<file path="config.mk">
export PLATFORM = sky130hd
export DESIGN_NAME = speed_command_drive_controller_unit
export DESIGN_NICKNAME = d
export VERILOG_FILES = /design/src/rtl/scdc_pkg.sv /design/src/rtl/speed_command_drive_controller_unit.sv
export SDC_FILE = /design/constraint.sdc
export NUM_CORES = 2
export LEC_CHECK = 0
export ABC_CLOCK_PERIOD_IN_PS = 12930
export BUFFER_PORTS_ARGS = -buffer_cell sky130_fd_sc_hd__clkbuf_2
export CORE_MARGIN = 2
export CORE_UTILIZATION = 45
export CTS_BUF_LIST = sky130_fd_sc_hd__clkbuf_4 sky130_fd_sc_hd__clkbuf_8
export DETAILED_ROUTE_END_ITERATION = 8
export GPL_TIMING_DRIVEN = 0
export PLACE_DENSITY = 0.64
export SLEW_MARGIN = 40
export SYNTH_ARGS = -nofsm -noshare
export SYNTH_HDL_FRONTEND = slang
export SYNTH_SLANG_ARGS = --single-unit
</file>
<file path="constraint.sdc">
create_clock -name i_clk -period 12.93 [get_ports i_clk]
set_input_delay 1.9395 -clock i_clk [delete_from_list [all_inputs] [get_ports i_clk]]
set_output_delay 1.9395 -clock i_clk [all_outputs]
set_load 0.02 [all_outputs]
</file>
<file path="src/rtl/scdc_pkg.sv">
package scdc_pkg;

    localparam logic [12:0] QONE          = 13'd4096;
    localparam logic [14:0] MIN_RANGE     = 15'd10;
    localparam logic [12:0] THROTTLE_STEP = 13'd205;
    localparam logic [12:0] BRAKE_STEP    = 13'd410;
    localparam logic [12:0] STEER_STEP    = 13'd205;
    localparam logic signed [15:0] GEAR_SWITCH_STOP_SPEED = 16'sd50;
    // fs * 10 < -36 holds exactly for fs <= -4
    localparam logic signed [15:0] ROLLBACK_LIMIT = -16'sd3;
    localparam int unsigned DIV_BITS = 12;

    typedef enum logic [1:0] {
        CMD_MOVE    = 2'd0,
        CMD_PARK    = 2'd1,
        CMD_TIMEOUT = 2'd2,
        CMD_SPARE   = 2'd3
    } t_cmd;

    typedef enum logic [2:0] {
        REG_MAX_SPEED      = 3'd0,
        REG_SLOWDOWN_RANGE = 3'd1,
        REG_SPEED_TOL      = 3'd2,
        REG_LIMIT_BRAKE    = 3'd3,
        REG_STOP_BRAKE     = 3'd4,
        REG_ACCEL_STEP     = 3'd5,
        REG_DECEL_STEP     = 3'd6,
        REG_HB_ON_BRAKE    = 3'd7
    } t_reg;

    // move cur toward tgt by at most step; zero step jumps
    function automatic logic signed [17:0] slew18(
        input logic signed [17:0] cur,
        input logic signed [17:0] tgt,
        input logic signed [17:0] step
    );
        logic signed [17:0] d;
        logic signed [17:0] r;
        begin
            d = tgt - cur;
            if (step == 18'sd0) begin
                r = tgt;
            end else if (d > step) begin
                r = cur + step;
            end else if (d < -step) begin
                r = cur - step;
            end else begin
                r = tgt;
            end
            return r;
        end
    endfunction

endpackage

</file>
<file path="src/rtl/speed_command_drive_controller_unit.sv">
// Forward-only drive controller, one result per control tick. A tick is
// taken when i_valid and o_ready meet; o_ready stays low until its result
// has been taken. A move tick runs through the accept state, a setup state,
// two 12-step restoring divisions (speed error over slowdown range, and
// headroom to max speed over slowdown range) sharing one divider, a
// multiply state, a state that adds braking and slews the actuators, and
// a state with the result offered. Stop and backward-roll ticks go from the
// setup state straight to the result. Registers are written through the
// configuration channel, which is always ready; the user must write them
// only while no tick is open, as the block itself does not enforce this.
module speed_command_drive_controller_unit
    import scdc_pkg::*;
(
    input  logic               i_clk,
    input  logic               i_rst_n,
    input  logic               i_cfg_valid,
    output logic               o_cfg_ready,
    input  logic [2:0]         i_cfg_index,
    input  logic [14:0]        i_cfg_data,
    input  logic               i_valid,
    output logic               o_ready,
    input  logic [1:0]         i_cmd,
    input  logic signed [15:0] i_target_speed,
    input  logic signed [13:0] i_brake_request,
    input  logic               i_brake_flag,
    input  logic signed [13:0] i_steer_request,
    input  logic signed [15:0] i_forward_speed,
    output logic               o_valid,
    input  logic               i_ready,
    output logic [12:0]        o_throttle_out,
    output logic [12:0]        o_brake_out,
    output logic signed [13:0] o_steering_out,
    output logic               o_handbrake_out,
    output logic [14:0]        o_slewed_speed_out
);

    typedef enum logic [2:0] {S_IDLE, S_PRE, S_DIV, S_MUL, S_FIN, S_OUT} t_state;

    t_state r_state;

    logic [14:0] r_max_speed, r_range_reg, r_tol, r_accel, r_decel;
    logic [12:0] r_limit_brake, r_stop_brake;
    logic        r_hb_on_brake;

    logic [1:0]         r_cmd;
    logic signed [15:0] r_ts;
    logic signed [13:0] r_breq;
    logic               r_flag;
    logic signed [13:0] r_steer;
    logic signed [15:0] r_fs;

    logic [14:0]        r_slewed;
    logic [12:0]        r_thr_lvl, r_brk_lvl;
    logic signed [13:0] r_steer_lvl;
    logic               r_hb;

    logic signed [17:0] r_err;
    logic [15:0]        r_cur;
    logic [14:0]        r_rem;
    logic [11:0]        r_q;
    logic               r_full;
    logic [3:0]         r_cnt;
    logic               r_pass;
    logic [12:0]        r_ratio1, r_scale, r_limited;

    // front stage
    logic signed [16:0] fs17, cur17;
    logic [15:0]        cur;
    logic [14:0]        range_eff, req, rate, slewed_nx, slewed_to;
    logic signed [17:0] err_pre, abs_err, head, div_a;
    logic               div_full;
    logic [14:0]        div_rem0;
    logic signed [13:0] steer_tgt, steer_nx, steer_zero;

    assign fs17  = {r_fs[15], r_fs};
    assign cur17 = r_fs[15] ? -fs17 : fs17;
    assign cur   = cur17[15:0];
    assign range_eff = (r_range_reg < MIN_RANGE) ? MIN_RANGE : r_range_reg;

    always_comb begin
        if (r_flag || r_ts[15]) begin
            req = '0;
        end else if (r_ts > $signed({1'b0, r_max_speed})) begin
            req = r_max_speed;
        end else begin
            req = r_ts[14:0];
        end
    end

    assign rate = (req <= r_slewed) ? r_decel : r_accel;
    assign slewed_nx = 15'(slew18($signed({3'b0, r_slewed}), $signed({3'b0, req}),
                                  $signed({3'b0, rate})));
    assign slewed_to = 15'(slew18($signed({3'b0, r_slewed}), 18'sd0,
                                  $signed({3'b0, r_decel})));
    assign err_pre = $signed({3'b0, slewed_nx}) - $signed({2'b0, cur});
    assign abs_err = err_pre[17] ? -err_pre : err_pre;
    assign head    = $signed({3'b0, r_max_speed}) - $signed({2'b0, r_cur});

    assign div_a    = (r_state == S_PRE) ? abs_err : head;
    assign div_full = (div_a > 18'sd0) && (div_a >= $signed({3'b0, range_eff}));
    assign div_rem0 = ((div_a > 18'sd0) && !div_full) ? div_a[14:0] : '0;

    always_comb begin
        if (r_steer > $signed({1'b0, QONE})) begin
            steer_tgt = $signed({1'b0, QONE});
        end else if (r_steer < -$signed({1'b0, QONE})) begin
            steer_tgt = -$signed({1'b0, QONE});
        end else begin
            steer_tgt = r_steer;
        end
    end

    assign steer_nx   = 14'(slew18(18'(r_steer_lvl), 18'(steer_tgt),
                                   $signed({5'b0, STEER_STEP})));
    assign steer_zero = 14'(slew18(18'(r_steer_lvl), 18'sd0,
                                   $signed({5'b0, STEER_STEP})));

    // shared divider step
    logic [15:0] rem2;
    logic        ge;
    logic [14:0] rem_nx;
    logic [11:0] q_nx;
    logic [12:0] div_res;

    assign rem2    = {r_rem, 1'b0};
    assign ge      = rem2 >= {1'b0, range_eff};
    assign rem_nx  = ge ? 15'(rem2 - {1'b0, range_eff}) : rem2[14:0];
    assign q_nx    = {r_q[10:0], ge};
    assign div_res = r_full ? QONE : {1'b0, q_nx};

    // multiply stage
    logic [12:0] thr;
    logic [25:0] prod;

    assign thr  = (r_err > 18'sd0) ? r_ratio1 : '0;
    assign prod = thr * r_scale;

    // brake and actuator stage
    logic [12:0] slb, sb, brk0, brk_f, m_over, brk_o, brk_sel, tb, tt;
    logic [12:0] thr_base, brk_base, thr_nx, brk_nx;
    logic signed [18:0] err_tol;
    logic        stop_full, over_on, overspd, back, hb_fin;

    assign slb = (r_limit_brake > QONE) ? QONE : r_limit_brake;
    assign sb  = (r_stop_brake > QONE) ? QONE : r_stop_brake;

    always_comb begin
        if (r_breq[13]) begin
            brk0 = '0;
        end else if (r_breq > $signed({1'b0, QONE})) begin
            brk0 = QONE;
        end else begin
            brk0 = r_breq[12:0];
        end
    end

    assign brk_f     = (sb > brk0) ? sb : brk0;
    assign stop_full = r_flag && (brk_f >= QONE);
    assign err_tol   = $signed({r_err[17], r_err}) + $signed({4'b0, r_tol});
    assign over_on   = !r_flag && err_tol[18];
    assign m_over    = (r_ratio1 < slb) ? r_ratio1 : slb;
    assign brk_o     = (m_over > brk0) ? m_over : brk0;
    assign brk_sel   = r_flag ? brk_f : (over_on ? brk_o : brk0);
    assign overspd   = {1'b0, r_cur} > ({2'b0, r_max_speed} + {2'b0, r_tol});
    assign tb        = (overspd && (slb > brk_sel)) ? slb : brk_sel;
    assign tt        = (tb != '0) ? '0 : r_limited;
    assign thr_base  = stop_full ? '0 : r_thr_lvl;
    assign brk_base  = stop_full ? brk_f : r_brk_lvl;
    assign thr_nx    = 13'(slew18($signed({5'b0, thr_base}), $signed({5'b0, tt}),
                                  $signed({5'b0, THROTTLE_STEP})));
    assign brk_nx    = 13'(slew18($signed({5'b0, brk_base}), $signed({5'b0, tb}),
                                  $signed({5'b0, BRAKE_STEP})));
    assign back      = r_fs < ROLLBACK_LIMIT;
    assign hb_fin    = (r_hb_on_brake && r_flag) || back || (tb >= QONE);

    assign o_cfg_ready = 1'b1;

    always_ff @(posedge i_clk) begin
        if (!i_rst_n) begin
            r_max_speed   <= 15'd1000;
            r_range_reg   <= 15'd300;
            r_tol         <= 15'd50;
            r_limit_brake <= 13'd1024;
            r_stop_brake  <= 13'd4096;
            r_accel       <= 15'd20;
            r_decel       <= 15'd40;
            r_hb_on_brake <= 1'b0;
        end else if (i_cfg_valid) begin
            unique case (t_reg'(i_cfg_index))
                REG_MAX_SPEED:      r_max_speed   <= i_cfg_data;
                REG_SLOWDOWN_RANGE: r_range_reg   <= i_cfg_data;
                REG_SPEED_TOL:      r_tol         <= i_cfg_data;
                REG_LIMIT_BRAKE:    r_limit_brake <= i_cfg_data[12:0];
                REG_STOP_BRAKE:     r_stop_brake  <= i_cfg_data[12:0];
                REG_ACCEL_STEP:     r_accel       <= i_cfg_data;
                REG_DECEL_STEP:     r_decel       <= i_cfg_data;
                REG_HB_ON_BRAKE:    r_hb_on_brake <= i_cfg_data[0];
                default:            r_hb_on_brake <= r_hb_on_brake;
            endcase
        end
    end

    always_ff @(posedge i_clk) begin
        if (!i_rst_n) begin
            r_state     <= S_IDLE;
            r_slewed    <= '0;
            r_thr_lvl   <= '0;
            r_brk_lvl   <= '0;
            r_steer_lvl <= '0;
            r_hb        <= 1'b0;
        end else begin
            unique case (r_state)
                S_IDLE: begin
                    if (i_valid) begin
                        r_cmd   <= i_cmd;
                        r_ts    <= i_target_speed;
                        r_breq  <= i_brake_request;
                        r_flag  <= i_brake_flag;
                        r_steer <= i_steer_request;
                        r_fs    <= i_forward_speed;
                        r_state <= S_PRE;
                    end
                end
                S_PRE: begin
                    unique case (t_cmd'(r_cmd))
                        CMD_MOVE: begin
                            if (r_fs < -GEAR_SWITCH_STOP_SPEED) begin
                                r_slewed    <= '0;
                                r_thr_lvl   <= '0;
                                r_brk_lvl   <= QONE;
                                r_steer_lvl <= steer_zero;
                                r_hb        <= 1'b1;
                                r_state     <= S_OUT;
                            end else begin
                                r_slewed <= slewed_nx;
                                r_err    <= err_pre;
                                r_cur    <= cur;
                                r_rem    <= div_rem0;
                                r_full   <= div_full;
                                r_q      <= '0;
                                r_cnt    <= 4'(DIV_BITS - 1);
                                r_pass   <= 1'b0;
                                r_state  <= S_DIV;
                            end
                        end
                        CMD_TIMEOUT: begin
                            r_slewed    <= slewed_to;
                            r_thr_lvl   <= '0;
                            r_brk_lvl   <= QONE;
                            r_steer_lvl <= steer_zero;
                            r_hb        <= 1'b1;
                            r_state     <= S_OUT;
                        end
                        default: begin
                            r_slewed    <= '0;
                            r_thr_lvl   <= '0;
                            r_brk_lvl   <= QONE;
                            r_steer_lvl <= '0;
                            r_hb        <= 1'b1;
                            r_state     <= S_OUT;
                        end
                    endcase
                end
                S_DIV: begin
                    r_rem <= rem_nx;
                    r_q   <= q_nx;
                    r_cnt <= r_cnt - 4'd1;
                    if (r_cnt == '0) begin
                        if (!r_pass) begin
                            // load headroom ratio on the same divider
                            r_ratio1 <= div_res;
                            r_rem    <= div_rem0;
                            r_full   <= div_full;
                            r_q      <= '0;
                            r_cnt    <= 4'(DIV_BITS - 1);
                            r_pass   <= 1'b1;
                        end else begin
                            r_scale <= div_res;
                            r_state <= S_MUL;
                        end
                    end
                end
                S_MUL: begin
                    r_limited <= prod[24:12];
                    r_state   <= S_FIN;
                end
                S_FIN: begin
                    r_thr_lvl   <= thr_nx;
                    r_brk_lvl   <= brk_nx;
                    r_steer_lvl <= steer_nx;
                    r_hb        <= hb_fin;
                    r_state     <= S_OUT;
                end
                S_OUT: begin
                    if (i_ready) begin
                        r_state <= S_IDLE;
                    end
                end
                default: r_state <= S_IDLE;
            endcase
        end
    end

    assign o_ready            = (r_state == S_IDLE);
    assign o_valid            = (r_state == S_OUT);
    assign o_throttle_out     = r_thr_lvl;
    assign o_brake_out        = r_brk_lvl;
    assign o_steering_out     = r_steer_lvl;
    assign o_handbrake_out    = r_hb;
    assign o_slewed_speed_out = r_slewed;

endmodule
</file>
; ---- Word-level counts from Yosys, hierarchy flattened
; Index checks and enable logic that the tools add are counted.
[totals]
inputBits = 86
regBits = 328
wordCells = 236
output_inout_bits = 59
[classes]
eq_ne = 21
magnitude_cmp = 33
addsub = 26
mul = 1
n_reduce_logical = 38
n_mux = 85
n_bitwise = 2
[ops]
columns = op, count
row1 = 13-bit two-way mux, 23
row2 = 15-bit two-way mux, 17
row3 = 14-bit two-way mux, 7
row4 = 16-bit > comparator, 4
row5 = 15-bit one-hot mux with 2 select lines, 2
row6 = 14-bit one-hot mux with 2 select lines, 2
row7 = 13-bit one-hot mux with 2 select lines, 2
row8 = 15-bit subtractor, 3
row9 = 11-bit two-way mux, 4
row10 = 13-bit > comparator, 3
row11 = 16-bit by 18-bit < comparator with 1-bit output, 2
row12 = 18-bit two-way mux, 2
row13 = 15-bit negation with 18-bit output, 2
row14 = 15-bit by 16-bit subtractor with 17-bit output, 2
row15 = 15-bit adder, 2
row16 = "15-bit by 9-bit > comparator with 1-bit output, second input constant", 2
row17 = 15-bit zero test, 2
row18 = "15-bit by 9-bit < comparator with 1-bit output, second input constant", 2
row19 = "14-bit > comparator, second input constant", 2
row20 = 13-bit by 13-bit subtractor with 14-bit output, 2
row21 = "13-bit greater-or-equal comparator, second input constant", 2
row22 = "13-bit > comparator, second input constant", 2
row23 = 13-bit by 13-bit multiplier with 25-bit output, 1
row24 = 11-bit one-hot mux with 2 select lines, 1
row25 = 57 further kinds, 113

; ---- Depth between registers and ports, before layout
[depth]
ltp_word = 22
ltp_mapped = 66
ltp_nobuf = 60

; ---- Worst setup path after synthesis
; No wires, ideal clock.
[synth_timing]
path_type = flip-flop to flip-flop
startpoint = register r_max_speed[13]
endpoint = register r_rem[14], data pin
setup_ns = 0.133
period_less_slack_ns = 12.270
t_arrival_ns = 12.136
t_required_ns = 12.797
path_buffers = 7
path_slack_ns = 0.660
stages_incl_launch_ff = 63
path_cell_list = dfxtp_1 > inv_1 > ha_1 > and4b_1 > a221o_1 > nor4_1 > nor2_1 > clkbuf_1 > mux2i_1 > nor2_1 > ha_1 > nand2_1 > or3_1 > nor2_1 > a211o_1 > nand4_1 > o211ai_1 > clkbuf_1 > [27 not listed] > nor2_2 > clkinv_4 > nand3_1 > o311ai_4 > ha_1 > nor2b_1 > o21a_1 > o21a_1 > o21ai_0 > nand2b_1 > a21oi_1 > nor2_1 > a211oi_1 > o21ai_0 > a211o_2 > and4b_1 > clkbuf_1 > a32o_1
[synth_via]
elab_chain_len = 22
elab_cells_between_ends = 31
cone_classes = 7 x add/sub / 6 x order compare / 14 x mux / 4 x reduce/logical
[synth_rtl]
columns = element, line_no
row1 = "start, declared", speed_command_drive_controller_unit.sv:41  ; logic [14:0] r_max_speed, r_range_reg, r_tol, r_accel, r_decel;
row2 = "start signal, assigned", speed_command_drive_controller_unit.sv:190  ; REG_MAX_SPEED: r_max_speed <= i_cfg_data;
row3 = 16-bit > comparator, speed_command_drive_controller_unit.sv:83  ; end else if (r_ts > $signed({1'b0, r_max_speed})) begin
row4 = 15-bit two-way mux *, speed_command_drive_controller_unit.sv:83
row5 = 15-bit two-way mux *, speed_command_drive_controller_unit.sv:81  ; if (r_flag || r_ts[15]) begin
row6 = 15-bit less-or-equal comparator, speed_command_drive_controller_unit.sv:90  ; assign rate = (req <= r_slewed) ? r_decel : r_accel;
row7 = 15-bit two-way mux, speed_command_drive_controller_unit.sv:90
row8 = 15-bit negation with 18-bit output, scdc_pkg.sv:45  ; end else if (d < -step) begin
row9 = 16-bit by 18-bit < comparator with 1-bit output, scdc_pkg.sv:45
row10 = 15-bit two-way mux, scdc_pkg.sv:45
row11 = [3 not listed], --
row12 = named net err_pre[16], speed_command_drive_controller_unit.sv:70  ; logic signed [17:0] err_pre, abs_err, head, div_a;
row13 = [3 not listed], --
row14 = 18-bit by 1-bit > comparator with 1-bit output / 18-bit by 16-bit greater-or-equal comparator with 1-bit output (equally long branches), "speed_command_drive_controller_unit.sv:100, speed_command_drive_controller_unit.sv:101"
row15 = 1-bit logical AND, speed_command_drive_controller_unit.sv:100  ; assign div_full = (div_a > 18'sd0) && (div_a >= $signed({3'b0, range_eff}));
row16 = 1-bit zero test, speed_command_drive_controller_unit.sv:101  ; assign div_rem0 = ((div_a > 18'sd0) && !div_full) ? div_a[14:0] : '0;
row17 = 1-bit logical AND, speed_command_drive_controller_unit.sv:101
row18 = 15-bit two-way mux *, speed_command_drive_controller_unit.sv:101
row19 = 15-bit two-way mux (on tied branches), "speed_command_drive_controller_unit.sv:269, speed_command_drive_controller_unit.sv:227"
row20 = 15-bit two-way mux (on tied branches), "speed_command_drive_controller_unit.sv:268, speed_command_drive_controller_unit.sv:225"
row21 = 15-bit one-hot mux with 2 select lines *, speed_command_drive_controller_unit.sv:212  ; unique case (r_state)
row22 = "end signal, assigned", speed_command_drive_controller_unit.sv:238  ; r_rem <= div_rem0;
row23 = "end signal, assigned", speed_command_drive_controller_unit.sv:265  ; r_rem <= rem_nx;
row24 = "end signal, assigned", speed_command_drive_controller_unit.sv:272  ; r_rem <= div_rem0;
row25 = "end, declared", speed_command_drive_controller_unit.sv:59  ; logic [14:0] r_rem;
; Mark *: on every way through the listed nets, which the timed path passes. The rest lies on a longest branch. The select of a mux whose other input is x is not followed.
; A chain may end at the register's enable or synchronous reset.

; ---- Worst setup path after layout
[layout_timing]
startpoint = register r_max_speed[13]
endpoint = register r_rem[3], data pin
[layout_via]
elab_chain_len = 22
elab_cells_between_ends = 31
cone_classes = 7 x add/sub / 6 x order compare / 14 x mux / 4 x reduce/logical
[layout_rtl]
columns = element, line_no
row1 = 16-bit > comparator, speed_command_drive_controller_unit.sv:83
row2 = 15-bit two-way mux *, speed_command_drive_controller_unit.sv:83
row3 = 15-bit two-way mux *, speed_command_drive_controller_unit.sv:81
row4 = 15-bit less-or-equal comparator, speed_command_drive_controller_unit.sv:90
row5 = 15-bit two-way mux, speed_command_drive_controller_unit.sv:90
row6 = 15-bit negation with 18-bit output, scdc_pkg.sv:45
row7 = 16-bit by 18-bit < comparator with 1-bit output, scdc_pkg.sv:45
row8 = 15-bit two-way mux, scdc_pkg.sv:45
row9 = [3 not listed], --
row10 = named net err_pre[5], speed_command_drive_controller_unit.sv:70
row11 = [3 not listed], --
row12 = 18-bit by 1-bit > comparator with 1-bit output / 18-bit by 16-bit greater-or-equal comparator with 1-bit output (equally long branches), "speed_command_drive_controller_unit.sv:100, speed_command_drive_controller_unit.sv:101"
row13 = 1-bit logical AND, speed_command_drive_controller_unit.sv:100
row14 = 1-bit zero test, speed_command_drive_controller_unit.sv:101
row15 = 1-bit logical AND *, speed_command_drive_controller_unit.sv:101
row16 = 15-bit two-way mux *, speed_command_drive_controller_unit.sv:101
row17 = 15-bit two-way mux (on tied branches), "speed_command_drive_controller_unit.sv:269, speed_command_drive_controller_unit.sv:227"
row18 = 15-bit two-way mux (on tied branches), "speed_command_drive_controller_unit.sv:268, speed_command_drive_controller_unit.sv:225"
row19 = 15-bit one-hot mux with 2 select lines *, speed_command_drive_controller_unit.sv:212
; Marked as above.

==> impl_table.tex <==
\begin{tabular}{lr}
\hline
Metric & Value \\
\hline
\multicolumn{2}{l}{\textbf{STA}} \\
\quad Maximum achievable frequency & 79.3 MHz \\
\quad Portion of the clock cycle consumed by the worst path in the final layout & 0.975 \\
\quad Setup TNS after final layout & 0 ns \\
\quad Number of hold violations in the final report & 0 \\
\quad Relative slew slack & 0.428 \\
\quad Final critical-path required period & 12.61 ns \\
\quad Finish-stage setup viols & 0 \\
\quad Final Worst Setup Slack & 0.319 ns \\
\quad Clock skew & 0.0925 ns \\
\quad Final count of pins violating max slew & 0 \\
\quad Worst hold margin & 0.453 ns \\
\quad Transition at the pin with the smallest max-transition slack & 0.859 ns \\
\multicolumn{2}{l}{\textbf{Synth}} \\
\quad Warnings, synthesis & 0 \\
\quad Number of storage elements in the synthesis netlist & 328 \\
\quad Post-Synthesis Mean Instance Area & 8.19 um\^{}2 \\
\quad Net count after synthesis & 4934 \\
\quad Number of enable flip-flop cells after synthesis & 167 \\
\quad Post-Synthesis Cell Area & 35200 um\^{}2 \\
\quad Sequential fraction of the synthesis area & 0.234 \\
\quad Dominant register cell in the synthesized netlist & sky130\_fd\_sc\_hd\_\_edfxtp\_1 \\
\quad Gate count of the mapped netlist & 4295 \\
\quad Unique cell type count in the Yosys netlist & 98 \\
\quad Async set-reset flop share out of synthesis & 0 \\
\multicolumn{2}{l}{\textbf{Final layout}} \\
\quad Number of non-filler instances in the completed layout & 5624 \\
\quad Number of nets in the final layout & 5175 \\
\quad Layout cell share with drive strength beyond 1 & 0.107 \\
\quad Final Instance Area & 39600 um\^{}2 \\
\quad Layout overhead on the synthesized area & 12.8\% \\
\quad Commonest non-fill, non-tap cell in the layout & sky130\_fd\_sc\_hd\_\_nand2\_1 \\
\quad Most flop-heavy register & r\_err \\
\quad Total area of multi-input combinational cells & 25400 um\^{}2 \\
\quad Fill cells & 7629 \\
\quad Flip-flop and latch area & 8260 um\^{}2 \\
\quad Number of flip-flops under the largest register name & 17 \\
\quad Leading cell types in the layout, fill and taps excluded & sky130\_fd\_sc\_hd\_\_nand2\_1 (551), sky130\_fd\_sc\_hd\_\_ha\_1 (416), sky130\_fd\_sc\_hd\_\_inv\_1 (374) \\
\multicolumn{2}{l}{\textbf{Floorplanning}} \\
\quad Core area & 77300 um\^{}2 \\
\quad Initial Utilization & 0.455 \\
\quad Number of rows in the core area & 102 \\
\quad Ports placed on the boundary & 145 \\
\quad Horizontal die dimension & 284 um \\
\quad Vertical die dimension & 284 um \\
\quad Die outline area & 80400 um\^{}2 \\
\multicolumn{2}{l}{\textbf{Clocking}} \\
\quad Number of buffers between clock root and the deepest sink & 3 \\
\quad Source-to-sink clock delay at the later pin of the worst-skew pair & 0.73 ns \\
\quad Inserted Clock Buffers & 56 \\
\quad Sink Count & 328 \\
\quad Clk Tree Root Cell & sky130\_fd\_sc\_hd\_\_clkbuf\_8 \\
\quad Number of levels in the clock H-tree & 2 \\
\quad Clock slew at the register clock pins of the worst setup and hold paths & 0.06 ns \\
\quad CTS tree & done \\
\multicolumn{2}{l}{\textbf{Routing}} \\
\quad Vias/cell & 5.93 \\
\quad Iteration-0 DRC count of the detailed router & 3053 \\
\quad WL per Instance & 21.4 um \\
\quad Detailed-router iteration count before antenna repair & 6 \\
\quad Final antenna-violating net count & 0 \\
\quad Total wirelength of the detailed-routed design & 120000 um \\
\quad Remaining routing DRC violations & 0 \\
\quad Number of vias in the routed layout & 33300 \\
\multicolumn{2}{l}{\textbf{Global route}} \\
\quad Global-route total usage across every layer & 0.290 \\
\quad Pin count of the biggest net entering global routing & 35 \\
\quad Initial antenna violation count & 7 \\
\quad Gr ovfl total & 0 \\
\quad Via count of the first global-routing pass & 31800 \\
\quad First-pass GRT wire length & 184000 um \\
\multicolumn{2}{l}{\textbf{Setup path}} \\
\quad Worst Path Class, Setup & flop to flop \\
\quad Worst-path maximum fanout & 10 \\
\quad Most used cell, CP & sky130\_fd\_sc\_hd\_\_ha\_1 \\
\quad Worst EP required & 13.46 ns \\
\quad Critical path's slowest cell & sky130\_fd\_sc\_hd\_\_or4\_1 \\
\quad Data arrival time at the worst-slack endpoint & 13.14 ns \\
\quad Worst setup SP type & flop \\
\quad Kind of capture point of the worst setup path & flop \\
\quad Max incr delay on CP & 0.65 ns \\
\multicolumn{2}{l}{\textbf{Worst hold path}} \\
\quad Worst min path class & flop to flop \\
\multicolumn{2}{l}{\textbf{Place}} \\
\quad Global placer's final weighted congestion & 0.952 \\
\quad Area after detailed placement & 37400 um\^{}2 \\
\quad Worst Setup Slack post-DPL & -3.15 ns \\
\quad DP Cell Count & 5482 \\
\quad \# port buffers & 140 \\
\quad Half-perimeter wire length of the detailed placement result & 95500 um \\
\multicolumn{2}{l}{\textbf{Power and ir drop}} \\
\quad Pwr dens & 179 nW/um\^{}2 \\
\quad Peak supply drop & 0.000183 V \\
\quad LEAKAGE & 17.1 nW \\
\multicolumn{2}{l}{\textbf{Status}} \\
\quad Result of the run & completed \\
\multicolumn{2}{l}{\textbf{Run}} \\
\quad Max-cap violations & 0 \\
\hline
\end{tabular}
layer usage:
layer / routed length, um / track usage / up-vias / share of wire
met3: 8490 / 0.0400 / 291 / 0.071
met1: 50700 / 0.375 / 15800 / 0.42
met4: 5990 / 0.133 / 12 / 0.050
met5: 82 / 0 / - / 0.00068
li1: - / - / 15800 / -
met2: 54900 / 0.479 / 1376 / 0.46
power by group:
part / switching, mW / total (mW) / internal, mW
sequential: 0.100 / 1.30 / 1.20
clock: 0.494 / 1.16 / 0.663
combinational: 2.91 / 4.64 / 1.74
cell families (layout without fill, tap and decap cells):
group | count (synthesis) | after routing | synth area share
muxes | 74 | 74 | 0.0215
other | 1 | 2 | 0.000107
adders and majority gates | 554 | 554 | 0.225
AOI/OAI and AO/OA | 1075 | 1076 | 0.199
buffers and inverters | 549 | 836 | 0.0610
DFF | 328 | 328 | 0.234
xor gates and xnor gates | 224 | 224 | 0.0558
and+or+nand+nor | 1490 | 1490 | 0.204
worst paths after layout:
| check | start | endpoint | slack (ns) | cells past startpoint |
|---|---|---|---|---|
| min reg2reg | r_stop_brake[6] | r_stop_brake[6] | 0.45 | 2 |
| min | r_stop_brake[6] | r_stop_brake[6] | 0.45 | 2 |
| max reg2reg | r_max_speed[13] | r_rem[3] | 0.32 | 56 |
| max | r_max_speed[13] | r_rem[3] | 0.32 | 56 |
Yosys cell counts (15+ instances only):
library cell / n / area share
sky130_fd_sc_hd__a211oi_1: 38 / 0.0081
sky130_fd_sc_hd__a21boi_0: 15 / 0.0032
sky130_fd_sc_hd__a21o_1: 65 / 0.014
sky130_fd_sc_hd__a21oi_1: 353 / 0.050
sky130_fd_sc_hd__a221oi_1: 15 / 0.0037
sky130_fd_sc_hd__a31oi_1: 34 / 0.0061
sky130_fd_sc_hd__and2_1: 68 / 0.012
sky130_fd_sc_hd__and3_1: 71 / 0.013
sky130_fd_sc_hd__clkbuf_1: 156 / 0.017
sky130_fd_sc_hd__dfxtp_1: 161 / 0.092
sky130_fd_sc_hd__edfxtp_1: 167 / 0.14
sky130_fd_sc_hd__fa_1: 130 / 0.074
sky130_fd_sc_hd__ha_1: 423 / 0.15
sky130_fd_sc_hd__inv_1: 374 / 0.040
sky130_fd_sc_hd__mux2i_1: 61 / 0.017
sky130_fd_sc_hd__nand2_1: 552 / 0.059
sky130_fd_sc_hd__nand2b_1: 45 / 0.0080
sky130_fd_sc_hd__nand3_1: 105 / 0.015
sky130_fd_sc_hd__nand4_1: 56 / 0.010
sky130_fd_sc_hd__nor2_1: 273 / 0.029
sky130_fd_sc_hd__nor2b_1: 69 / 0.012
sky130_fd_sc_hd__nor3_1: 102 / 0.015
sky130_fd_sc_hd__nor4_1: 36 / 0.0064
sky130_fd_sc_hd__o211ai_1: 45 / 0.0096
sky130_fd_sc_hd__o21a_1: 49 / 0.010
sky130_fd_sc_hd__o21ai_0: 184 / 0.026
sky130_fd_sc_hd__o21bai_1: 24 / 0.0051
sky130_fd_sc_hd__o221ai_1: 16 / 0.0040
sky130_fd_sc_hd__o22ai_1: 23 / 0.0041
sky130_fd_sc_hd__o2bb2ai_1: 15 / 0.0037
sky130_fd_sc_hd__o31ai_1: 26 / 0.0056
sky130_fd_sc_hd__or2_2: 16 / 0.0028
sky130_fd_sc_hd__or3_1: 28 / 0.0050
sky130_fd_sc_hd__xnor2_1: 153 / 0.038
sky130_fd_sc_hd__xor2_1: 71 / 0.018
per-stage QoR:
step / total power [mW] / util
2_1_floorplan: 4.30 / -
3_3_place_gp: 5.43 / 0.480
3_5_place_dp: 5.48 / 0.483
4_1_cts: 6.82 / 0.506
5_1_grt: 7.53 / 0.513
6_report: 7.10 / 0.513
worst max-delay path, delay by kind of cell (launching register included):
kind                     cells  cell delay [ns]
AND/OR/NAND/NOR             16             3.56
adder cells (fa/ha/maj)      6             1.91
buffers and inverters        8             1.33
multiplexers                 1             0.23
flip-flops                   1             0.40
AO/OA/AOI/OAI               23             4.64
XOR/XNOR                     2             0.33
final cells by class:
type,instances,share of cell area
diodes,1,0.0000631
plain buffers,168,0.0193
clock buffers,85,0.0273
clock inverters,20,0.00732
inverters,377,0.0359
multi-input cells,3419,0.641
flip-flops and latches,328,0.208
well taps,1040,0.0328
repair buffers,186,0.0278
timing repair:
item,4_1_cts,5_1_grt
buffers inserted,10,29
hold buffers,0,0
gates resized for setup,83,74
endpoints found under the setup margin,37,38
pin swaps,8,22
gates cloned,0,1
Power figures use the tool's default switching activity.
